## config.mk

```make
export PLATFORM = sky130hd
export DESIGN_NAME = gepc_ctrl
export DESIGN_NICKNAME = d
export VERILOG_FILES = /design/src/design/gepc_pkg.sv /design/src/design/gepc_ctrl.sv
export SDC_FILE = /design/constraint.sdc
export NUM_CORES = 1
export LEC_CHECK = 0
export ABC_AREA = 1
export CAP_MARGIN = 20
export CORE_AREA = 2 2 39 41
export DETAILED_ROUTE_END_ITERATION = 6
export DIE_AREA = 0 0 41 43
export DONT_BUFFER_PORTS = 1
export SLEW_MARGIN = 10
export SYNTH_ARGS = -nofsm -noshare
export SYNTH_HDL_FRONTEND = slang
export SYNTH_SLANG_ARGS = --single-unit
```

## constraint.sdc

```tcl
create_clock -name aclk -period 1.5 [get_ports aclk]
set_input_delay 0.075 -clock aclk [delete_from_list [all_inputs] [get_ports aclk]]
set_output_delay 0.075 -clock aclk [all_outputs]
set_load 0.1 [all_outputs]
```

## src/design/gepc_pkg.sv

```systemverilog
// gepc_pkg: shared types and constants for the grid escape path counter
// used by gepc_dp, gepc_ctrl and grid_escape_path_counter
package gepc_pkg;

    localparam int BUDGET_W = 7;
    localparam int START_W  = 6;
    localparam int CFG_W    = 7;
    localparam int COUNT_W  = 30;
    localparam int SIZE_W   = 9;

    localparam logic [COUNT_W-1:0] PATH_MOD = 30'd1000000007;

    localparam logic [2:0] PHASE_UP    = 3'd0;
    localparam logic [2:0] PHASE_DOWN  = 3'd1;
    localparam logic [2:0] PHASE_LEFT  = 3'd2;
    localparam logic [2:0] PHASE_RIGHT = 3'd3;
    localparam logic [2:0] PHASE_LAST  = 3'd4;

    localparam logic REG_ROWS = 1'b0;
    localparam logic REG_COLS = 1'b1;

    typedef enum logic [2:0] {
        ST_IDLE,
        ST_DECIDE,
        ST_SWEEP,
        ST_FETCH,
        ST_CAPTURE,
        ST_DONE
    } state_t;

    typedef enum logic [1:0] {
        NB_ZERO,
        NB_ONE,
        NB_RAM
    } nb_kind_t;

    typedef struct packed {
        logic load;
        logic zero_res;
        logic sweep;
        logic fetch;
        logic capture;
        logic out_load;
    } cmd_t;

    typedef struct packed {
        logic bad_start;
        logic budget_zero;
        logic sweep_done;
        logic out_free;
    } status_t;

endpackage

```

## src/design/gepc_ctrl.sv

```systemverilog
// gepc_ctrl: controller state machine sequencing request, layer sweeps and result
// depends on gepc_pkg
module gepc_ctrl (
    input  logic              aclk,
    input  logic              aresetn,
    input  logic              s_tvalid,
    output logic              s_tready,
    input  gepc_pkg::status_t status,
    output gepc_pkg::cmd_t    cmd
);

    gepc_pkg::state_t state_reg, state_next;

    always_ff @(posedge aclk) begin
        if (!aresetn) begin
            state_reg <= gepc_pkg::ST_IDLE;
        end else begin
            state_reg <= state_next;
        end
    end

    always_comb begin
        state_next = state_reg;
        cmd        = '0;
        s_tready   = 1'b0;
        unique case (state_reg)
            gepc_pkg::ST_IDLE: begin
                s_tready = 1'b1;
                if (s_tvalid) begin
                    cmd.load   = 1'b1;
                    state_next = gepc_pkg::ST_DECIDE;
                end
            end
            gepc_pkg::ST_DECIDE: begin
                if (status.bad_start || status.budget_zero) begin
                    cmd.zero_res = 1'b1;
                    state_next   = gepc_pkg::ST_DONE;
                end else begin
                    state_next = gepc_pkg::ST_SWEEP;
                end
            end
            gepc_pkg::ST_SWEEP: begin
                cmd.sweep = 1'b1;
                if (status.sweep_done) begin
                    state_next = gepc_pkg::ST_FETCH;
                end
            end
            gepc_pkg::ST_FETCH: begin
                cmd.fetch  = 1'b1;
                state_next = gepc_pkg::ST_CAPTURE;
            end
            gepc_pkg::ST_CAPTURE: begin
                cmd.capture = 1'b1;
                state_next  = gepc_pkg::ST_DONE;
            end
            gepc_pkg::ST_DONE: begin
                if (status.out_free) begin
                    cmd.out_load = 1'b1;
                    state_next   = gepc_pkg::ST_IDLE;
                end
            end
            default: begin
                state_next = gepc_pkg::ST_IDLE;
            end
        endcase
    end

endmodule

```

==> results of run 1 <==
## what timing repair did
action	in CTS	in global routing
endpoints found under the hold margin	2	0
setup buffers	0	0
hold buffers	1	0
## placed cells by master (no fill, tap or decap), drive strengths merged
cell type,count
nand3,5
dfxtp,3
dlygate4sd3,1
nor2,8
nor3,1
a31oi,1
nand2,8
o21ai,2
a21oi,1
clkbuf,4
buf,7
inv,15
## cells by family after synthesis
family | count (synthesis)
simple gates | 22
buf+inv | 15
compound gates | 4
flops | 3
## per-stage QoR
stage	power (mW)	instances	setup slack [ns]	hold slack, ns
after CTS	0.646	72	0.167	0.0108
after global routing	0.678	72	0.0929	0.00610
after floorplan	0.407	44	0.0237	0.179
final	0.637	72	0.179	0.0144
after detailed placement	0.503	67	0.404	0.188
after global placement	0.498	67	0.424	0.187
## path summary, 6_finish.rpt
path         cells after the start                      start  slack, ns                   endpoint
max                              5  state_reg[0]$_SDFFE_PN0P_       0.18                     cmd[0]
min                              2                    aresetn       0.01  state_reg[0]$_SDFFE_PN0P_
max reg2reg                      5  state_reg[2]$_SDFFE_PN0P_       0.41  state_reg[0]$_SDFFE_PN0P_
min reg2reg                      3  state_reg[0]$_SDFFE_PN0P_       0.69  state_reg[0]$_SDFFE_PN0P_
## final cells by class
type / instances / share of cell area [%]
Multi-Input combinational cell: 26 / 35.9
Timing Repair Buffer: 8 / 26.2
Sequential cell: 3 / 14.0
Inverter: 15 / 13.1
Clock buffer: 4 / 6.12
Tap cell: 16 / 4.66
## layer usage
layer	wire length [um]	track usage, %	part of all wire (%)
met1	189	7.40	35
met2	313	13.4	58
met3	41	3.14	7.5
met4	0	6.00	0
met5	0	0	0
## power groups by stage
| stage | sequential, mW | combinational, mW | clock (mW) |
|---|---|---|---|
| floorplan | 0.114 | 0.292 | 0 |
| global placement | 0.117 | 0.381 | 0 |
| detailed placement | 0.118 | 0.385 | 0 |
| CTS | 0.117 | 0.388 | 0.142 |
| global route | 0.119 | 0.407 | 0.152 |
| finish | 0.117 | 0.383 | 0.137 |
==> key figures, run 1 <==
Status
  • Status: complete, no violations

GRT
  • First-pass GRT wire length: 917 um
  • GR Overflow Total: 0
  • Pin count of the biggest net entering global routing: 7
  • Vias in the first global route: 264
  • Tot GR Track Use: between 8 and 9%
  • Initial antenna violation count: 0

Floorplan
  • Die area: 1760 um2
  • Core area: 1380 um2
  • Die Wd: 41 um
  • Placement row count: 14
  • Starting Density: 18.0%
  • I/O pin cnt: 14
  • Die H: 43 um

STA
  • Final setup viols: 0
  • Setup TNS: 0 ns
  • Clk_skew: 0.00389 ns
  • Max frequency: 0.757 GHz
  • Max transition margin: 81.9%
  • Final hold vios: 0
  • Fin crit period: 1.32 ns
  • RSZ-0062 raised after global routing: false
  • Slew @ Worst Pin: 0.271 ns
  • Period utilization: 88.0%
  • Fin. max-slew vios: 0

Synth
  • Top cells by area, synth: dfxtp_1, inv_1, nand2_1
  • Main combinational cell family by area after synthesis: simple AND/OR/NAND/NOR gates
  • Unique cell type count in the Yosys netlist: 15
  • Async set-reset flop share out of synthesis: 0%
  • Top cells by count, synth: inv_1, nand2_1, nor2_1, nand3_1, dfxtp_1
  • Synth Area in XOR/XNOR: 0%
  • Synth Cell Area: 249 um2
  • Post-synthesis mux area share: 0%
  • Mapped Cells: 44
  • Post-Syn Area per Cell: approximately 5.7 um2
  • Post-synthesis sequential area ratio: 24.1%
  • Yosys top cell by area: dfxtp_1
  • Post-synthesis compound-gate area fraction: around a tenth
  • Yosys reg bits: 3
  • Synth top area share: 24.1%
  • Post-Synth Adder-Cell Area: 0%
  • Synthesized net count: 51
  • Most frequent cell after synthesis: inv_1
  • Post-synthesis simple-gate area fraction: 43.2%
  • Post-synth EDFFs: 0
  • Dominant synthesized flop cell: dfxtp_1
  • Ys Warns: 0

Setup path
  • Worst path slowest cell: dfxtp_1
  • CP top delay family: flip-flops
  • Critical Path Sink Type: output port
  • Max Fanout on Critical Path: 6
  • Crit path DAT: 1.25 ns
  • CP cell instances: inv_2 > nor2_4 > nand2_2 > nor2_4 > buf_12
  • Crit Path Class: register to output port
  • CP Launch Type: register
  • CP bufs+invs: 2
  • Critical Path RT: 1.42 ns
  • CP most frequent cell: nor2_4
  • Largest stage delay, worst path: 0.45 ns

Finish
  • Diode count: 0
  • Synth-to-layout area growth: 72.4%
  • Layout cells sized above 1: between 30% and 40%
  • Area of the multi-input gates: 154 um2
  • Register Area: 60.1 um2
  • Filler cells: 157
  • Max FFs per register: 3
  • Fin util: a little under a third
  • Final Instance Area: 429 um2
  • Final nets: 64

Power
  • PwrDens: 1480 nW/um2
  • P_leak: 0.241 nW
  • Max VDD drop: 0.421 mV
  • Switching power: 0.342 mW
  • Combinational power share: 60.2%
  • Cell-internal power: approximately 0.29 mW
  • Clock power frac: 21.4%
  • Sw frac: 53.7%
  • Seq pwr share: a little under a fifth

Clock tree
  • Root buffer cell: clkbuf_4
  • CTS tree: built
  • Number of H-tree levels: 1
  • TritonCTS Buffers: 3
  • Clock Latency Late Sink: 0.23 ns
  • Max Root-Sink Buffers: 2
  • Post-CTS Resized: 0
  • Clk pin slew, worst setup/hold paths: around 0.030 ns
  • Clock sink total: 3

Routing
  • Routed Antenna Nets: 0
  • Detailed-route via count: 280
  • Vias per cell: 3.89
  • First-pass DRT Iterations: 1
  • Drt wl/cell: between 7 and 8 um
  • DR DRC count: 0
  • Total wire length: 544 um
  • DRC marker count from the first detailed-route iteration: 0

Flow run
  • Max-Cap Viols: 0

Placed design
  • Area after DPL: 393 um2
  • PortBufs: 0
  • Final Wtd Congestion: 0.659
  • Detail Placement HPWL: 496 um

Worst hold path
  • Hold WC Path Type: input pin to register
No activity file was read; power rests on OpenSTA's default activity.
==> inputs of run 2 (changes only) <==
CAP_MARGIN = unset   (was 20)
CTS_BUF_LIST = sky130_fd_sc_hd__clkbuf_8   (was unset)
==> run 2 against run 1 <==
Critical endpoint unchanged. Non-clock buffer count is the same. Hold slack improved by 0.0068 ns. Largest cell class unchanged. Sequential share of layout area is 0.59 points lower. Largest power group unchanged.
==> key figures, run 2 (same netlist as run 1, synthesis figures left out) <==
Status
  • Status: complete, no violations (unchanged)

Setup path
  • Critical Path RT: 1.42 ns (about the same)
  • CP most frequent cell: nor2_4 (unchanged)
  • Crit Path Class: register to output port (unchanged)
  • R2r worst-path depth: 6 (was 5)
  • Worst path slowest cell: dfxtp_1 (unchanged)
  • Reg-to-reg startpoint: state_reg[0]$_SDFFE_PN0P_ (was state_reg[2]$_SDFFE_PN0P_)
  • Max Fanout on Critical Path: 6 (unchanged)
  • Critical Path Sink Type: output port (unchanged)
  • Crit. Startpoint: state_reg[0]$_SDFFE_PN0P_ (unchanged)
  • FF-to-FF setup slack: 0.41 ns (about the same)
  • Largest stage delay, worst path: 0.44 ns (was 0.45 ns)
  • Crit path DAT: 1.25 ns (about the same)
  • CP Launch Type: register (unchanged)
  • Worst r2r dst: state_reg[0]$_SDFFE_PN0P_ (unchanged)
  • CP cell instances: inv_2 > nor2_4 > nand2_2 > nor2_4 > buf_12 (unchanged)

Worst hold path
  • WHS Path Cells: 2 (unchanged)
  • Hold endpoint: state_reg[0]$_SDFFE_PN0P_ (unchanged)
  • Hold WC Path Type: input pin to register (unchanged)
  • Hold Startpoint: aresetn (unchanged)

Routing
  • Vias per cell: 3.94 (was 3.89)
  • Routed Antenna Nets: 0 (unchanged)
  • Detailed-route via count: 284 (was 280)
  • DRC marker count from the first detailed-route iteration: 3 (was 0)
  • Total wire length: 610 um (was 544 um)
  • DR DRC count: 0 (unchanged)
  • First-pass DRT Iterations: 4 (was 1)
  • Routed wl met2: 327 um (was 313 um)
  • M1 WL: 210 um (was 189 um)
  • Top sig layer: met4 (was met3)
  • Met3 routed WL: 51 um (was 41 um)
  • Drt wl/cell: 8.47 um (was 7.56 um)

GRT
  • Initial antenna violation count: 0 (unchanged)
  • GR Overflow Total: 0 (unchanged)
  • Vias in the first global route: 283 (was 264)
  • Tot GR Track Use: 9.04% (was 8.13%)
  • Pin count of the biggest net entering global routing: 7 (unchanged)
  • First-pass GRT wire length: 979 um (was 917 um)

Power
  • PwrDens: 1640 nW/um2 (was 1480 nW/um2)
  • Max VDD drop: 0.502 mV (was 0.421 mV)
  • Total Power: 0.733 mW (was 0.637 mW)
  • P_leak: 0.253 nW (was 0.241 nW)

STA
  • Final worst slack: 0.180 ns (was 0.179 ns)
  • Clk_skew: 0.00116 ns (was 0.00389 ns)
  • Max frequency: 0.757 GHz (about the same)
  • Max transition margin: 81.9% (about the same)
  • Final hold vios: 0 (unchanged)
  • Period utilization: 88.0% (about the same)
  • Slew @ Worst Pin: 0.271 ns (about the same)
  • Setup TNS: 0 ns (unchanged)
  • Final setup viols: 0 (unchanged)
  • Fin crit period: 1.32 ns (about the same)
  • WHS: 0.0212 ns (was 0.0144 ns)
  • RSZ-0062 raised after global routing: false (unchanged)
  • Fin. max-slew vios: 0 (unchanged)

Floorplan
  • Die Wd: 41 um (unchanged)
  • Placement row count: 14 (unchanged)
  • I/O pin cnt: 14 (unchanged)
  • Die area: 1760 um2 (unchanged)
  • Core area: 1380 um2 (unchanged)
  • Die H: 43 um (unchanged)
  • Starting Density: 18.0% (unchanged)

Clock tree
  • Number of H-tree levels: 1 (unchanged)
  • Post-CTS setup buffers: 0 (unchanged)
  • Clock Latency Late Sink: 0.22 ns (was 0.23 ns)
  • CTS tree: built (unchanged)
  • Max Root-Sink Buffers: 2 (unchanged)
  • Clk pin slew, worst setup/hold paths: 0.03 ns (about the same)
  • TritonCTS Buffers: 3 (unchanged)
  • Clock sink total: 3 (unchanged)
  • Root buffer cell: clkbuf_8 (was clkbuf_4)

Finish
  • Synth-to-layout area growth: 79.9% (was 72.4%)
  • Max FFs per register: 3 (unchanged)
  • Fin util: 32.4% (was 31.0%)
  • Final std cells w/o fill: 72 (unchanged)
  • Filler cells: 155 (was 157)
  • Final nets: 64 (unchanged)
  • Layout cells sized above 1: 33.9% (unchanged)
  • Final Instance Area: 448 um2 (was 429 um2)
  • Most frequent cells in the layout: inv_1, nand2_1, nor2_1, nand3_1, buf_12 (unchanged)
  • Diode count: 0 (unchanged)
  • Commonest non-fill, non-tap cell in the layout: inv_1 (unchanged)

Placed design
  • Dpl ws: 0.404 ns (unchanged)
  • Final Wtd Congestion: 0.659 (unchanged)
  • Detail Placement HPWL: 496 um (unchanged)
  • Area after DPL: 393 um2 (unchanged)
  • Placed cell count: 67 (unchanged)
  • PortBufs: 0 (unchanged)

Flow run
  • Max-Cap Viols: 0 (unchanged)
## run 2: cell types whose count changed in the layout (fill, tap and decap cells not counted), sizes merged
cell    before  now
inv         15   16
clkbuf       4    3
## run 2: final cells by class
class                           instances  area [um2]  share of cell area (%)
Inverter                               15        56.3                    12.6
Sequential cell                         3        60.1                    13.4
Tap cell                               16        20.0                    4.47
Timing Repair Buffer                    8         113                    25.1
Clock buffer                            3        41.3                    9.22
Multi-Input combinational cell         26         154                    34.4
Clock inverter                          1        3.75                   0.838
## run 2: worst max path at each step
stage,end,slack [ns],cells past startpoint
2_1_floorplan,state_reg[1]$_SDFFE_PN0P_,0.02,4
3_3_place_gp,cmd[0],0.42,5
3_5_place_dp,state_reg[0]$_SDFFE_PN0P_,0.40,6
4_1_cts,cmd[0],0.17,5
5_1_grt,cmd[0],0.10,5
6_report,cmd[0],0.18,5
## run 2: layer usage
| metal | up-vias | GRT usage [%] |
|---|---|---|
| li1 | 152 | - |
| met1 | 121 | 7.07 |
| met2 | 9 | 14.7 |
| met3 | 2 | 4.71 |
| met4 | 0 | 8.00 |
| met5 | - | 0 |
## run 2: critical path: cells and delay by family (launching register included)
kind | cells | cell delay, ns
DFF | 1 | 0.44
and+or+nand+nor | 3 | 0.32
buffers and inverters | 2 | 0.26
## run 2: power by group
group / total [mW] / internal, mW / switching, mW / leakage [nW]
registers: 0.117 / 0.0929 / 0.0239 / 0.0247
logic: 0.384 / 0.103 / 0.282 / 0.201
clock network: 0.232 / 0.175 / 0.0574 / 0.0269
total: 0.733 / 0.370 / 0.363 / 0.253
## run 2: what timing repair did
item / 4_1_cts / 5_1_grt
resized for setup: 0 / 0
endpoints found under the hold margin: 2 / 0
hold buffers: 1 / 0
==> inputs of run 3 (changes only) <==
ABC_AREA = unset   (was 1)
==> run 3 against run 2 <==
Critical endpoint is now cmd[4]. Total power is 22% lower. The run now ends with negative hold slack left. Critical path type unchanged. Clock-buffer cell count did not move. Utilization down 0.36 points.
==> key figures, run 3 <==
Synth
  • Top cells by area, synth: dfxtp_1, nand2b_1, nor2_1 (was dfxtp_1, inv_1, nand2_1)
  • Async set-reset flop share out of synthesis: 0% (unchanged)
  • Mapped Cells: 30 (was 44)
  • Ys Warns: 0 (unchanged)
  • Post-synth EDFFs: 0 (unchanged)
  • Most frequent cell after synthesis: nor2_1 (was inv_1)
  • Dominant synthesized flop cell: dfxtp_1 (unchanged)
  • Yosys reg bits: 3 (unchanged)
  • Synth Cell Area: 239 um2 (was 249 um2)
  • Unique cell type count in the Yosys netlist: 18 (was 15)
  • Yosys top cell by area: dfxtp_1 (unchanged)
  • Post-Syn Area per Cell: 7.97 um2 (was 5.66 um2)
  • Top cells by count, synth: nor2_1, dfxtp_1, nand2b_1 (was inv_1, nand2_1, nor2_1, nand3_1, dfxtp_1)
  • Synthesized net count: 37 (was 51)
  • Synth top area share: 25.1% (was 24.1%)
  • Post-synthesis sequential area ratio: 25.1% (was 24.1%)

STA
  • Slew @ Worst Pin: 0.290 ns (was 0.271 ns)
  • Final hold vios: 1 (was 0)
  • WHS: -0.00248 ns (was 0.0212 ns)
  • Final setup viols: 0 (unchanged)
  • Fin. max-slew vios: 0 (unchanged)
  • Max transition margin: 80.8% (was 81.9%)
  • Clk_skew: 0.00174 ns (was 0.00116 ns)
  • Max frequency: 0.745 GHz (was 0.757 GHz)
  • RSZ-0062 raised after global routing: false (unchanged)
  • Fin crit period: 1.34 ns (was 1.32 ns)
  • Period utilization: 89.4% (was 88.0%)

Clock tree
  • Number of H-tree levels: 1 (unchanged)
  • Post-CTS setup buffers: 0 (unchanged)
  • Max Root-Sink Buffers: 2 (unchanged)
  • Clk pin slew, worst setup/hold paths: 0.03 ns (about the same)
  • Clock Latency Late Sink: 0.22 ns (about the same)
  • Root buffer cell: clkbuf_8 (unchanged)
  • Clock sink total: 3 (unchanged)
  • TritonCTS Buffers: 3 (unchanged)
  • CTS tree: built (unchanged)

Floorplan
  • Die area: 1760 um2 (unchanged)
  • I/O pin cnt: 14 (unchanged)
  • Die H: 43 um (unchanged)
  • Placement row count: 14 (unchanged)
  • Core area: 1380 um2 (unchanged)
  • Die Wd: 41 um (unchanged)
  • Starting Density: 17.3% (was 18.0%)

Setup path
  • Max Fanout on Critical Path: 7 (was 6)
  • CP Launch Type: register (unchanged)
  • Critical Path Sink Type: output port (unchanged)
  • Crit Path Class: register to output port (unchanged)
  • Critical Path RT: 1.42 ns (about the same)
  • Crit path DAT: 1.27 ns (was 1.25 ns)

Finish
  • Final Instance Area: 443 um2 (was 448 um2)
  • Final nets: 48 (was 64)
  • Layout cells sized above 1: 50.0% (was 33.9%)
  • Diode count: 0 (unchanged)
  • Synth-to-layout area growth: 85.3% (was 79.9%)
  • Filler cells: 147 (was 155)
  • Final std cells w/o fill: 56 (was 72)
  • Register Area: 63.8 um2 (was 60.1 um2)
  • Commonest non-fill, non-tap cell in the layout: buf_12 (was inv_1)
  • Max FFs per register: 3 (unchanged)
  • Most frequent cells in the layout: buf_12, nand2b_1, clkbuf_8, buf_4, dfxtp_2 (was inv_1, nand2_1, nor2_1, nand3_1, buf_12)
  • Area of the multi-input gates: 198 um2 (was 154 um2)

Routing
  • First-pass DRT Iterations: 4 (unchanged)
  • DR DRC count: 0 (unchanged)
  • Drt wl/cell: 10.9 um (was 8.47 um)
  • Total wire length: 612 um (was 610 um)
  • DRC marker count from the first detailed-route iteration: 6 (was 3)
  • Vias per cell: 4.36 (was 3.94)
  • Detailed-route via count: 244 (was 284)
  • Routed Antenna Nets: 0 (unchanged)

GRT
  • Vias in the first global route: 263 (was 283)
  • GR Overflow Total: 0 (unchanged)
  • Tot GR Track Use: 9.73% (was 9.04%)
  • First-pass GRT wire length: 1080 um (was 979 um)
  • Pin count of the biggest net entering global routing: 11 (was 7)
  • Initial antenna violation count: 0 (unchanged)

Placed design
  • Final Wtd Congestion: 0.773 (was 0.659)
  • PortBufs: 0 (unchanged)
  • Placed cell count: 51 (was 67)
  • Area after DPL: 385 um2 (was 393 um2)

Status
  • Status: complete, but fails checks (was complete, no violations)
  • Failing checks: negative hold slack

Worst hold path
  • Hold WC Path Type: input pin to register (unchanged)

Power
  • P_leak: 0.188 nW (was 0.253 nW)
  • Total Power: 0.568 mW (was 0.733 mW)
  • PwrDens: 1280 nW/um2 (was 1640 nW/um2)
  • Max VDD drop: 0.402 mV (was 0.502 mV)

Flow run
  • Max-Cap Viols: 0 (unchanged)
==> run 3: cell count changes in the layout (fill, tap and decap cells not counted), sizes merged, moves of 2 or more <==
cell / before / now
nand2b: 0 / 3
o21ai: 2 / 0
nand2: 8 / 2
o21bai: 0 / 2
nand3: 5 / 0
nor2: 8 / 4
inv: 16 / 2
nor3b: 0 / 2
==> run 3: worst paths after layout <==
path,startpoint,to,slack [ns],depth (start not counted)
min,aresetn,state_reg[2]$_SDFFE_PN0P_,-0.002,1
max reg2reg,state_reg[1]$_SDFFE_PN0P_,state_reg[0]$_SDFFE_PN0P_,0.36,3
min reg2reg,state_reg[0]$_SDFFE_PN0P_,state_reg[1]$_SDFFE_PN0P_,0.66,3
max,state_reg[0]$_SDFFE_PN0P_,cmd[4],0.16,3
==> run 3: report_power, final <==
group / total, mW / internal (mW) / switching (mW)
sequential: 0.111 / 0.0893 / 0.0217
combinational: 0.226 / 0.0750 / 0.151
clock: 0.231 / 0.174 / 0.0567
==> run 3: cell families after synthesis <==
| kind of cell | share of synthesized area (%) |
|---|---|
| muxes | 4.19 |
| AOI/OAI and AO/OA | 18.8 |
| and+or+nand+nor | 42.4 |
| buffers and inverters | 9.42 |
| DFF | 25.1 |
==> run 3: metrics by stage <==
stage / setup TNS [ns] / setup slack, ns / util [%]
CTS: 0 / 0.0122 / 31.8
finish: 0 / 0.158 / 32.0
detailed placement: 0 / 0.212 / 27.8
global route: 0 / 0.0873 / 32.0
floorplan: -0.498 / -0.290 / -
global placement: 0 / 0.259 / 27.8
==> run 3: layout make-up <==
class,count,area share (%)
multi-input combinational,24,44.6
timing repair buffer,8,25.4
sequential,3,14.4
clock buffer,3,9.32
tap,16,4.52
clock inverter,1,0.847
inverter,1,0.847
==> run 3: worst max-delay path, stage by stage, from the launching register on <==
cell     delay [ns]
dfxtp_2        0.42
nor2b_4        0.20
nor3b_4        0.23
buf_12         0.20
==> run 3: timing repair <==
item / CTS / global route
endpoints found under the setup margin: 0 / 2
hold endpoints to repair: 2 / 0
hold buffers: 1 / 0
resized for setup: 0 / 2
==> run 3: per-layer routing <==
metal	vias to the layer above	GRT usage, %	share of wire, %
met3	2	6.28	9.2
met5	-	0	0
li1	124	-	-
met4	0	8.00	3.4
met2	8	13.4	51
met1	110	9.62	36
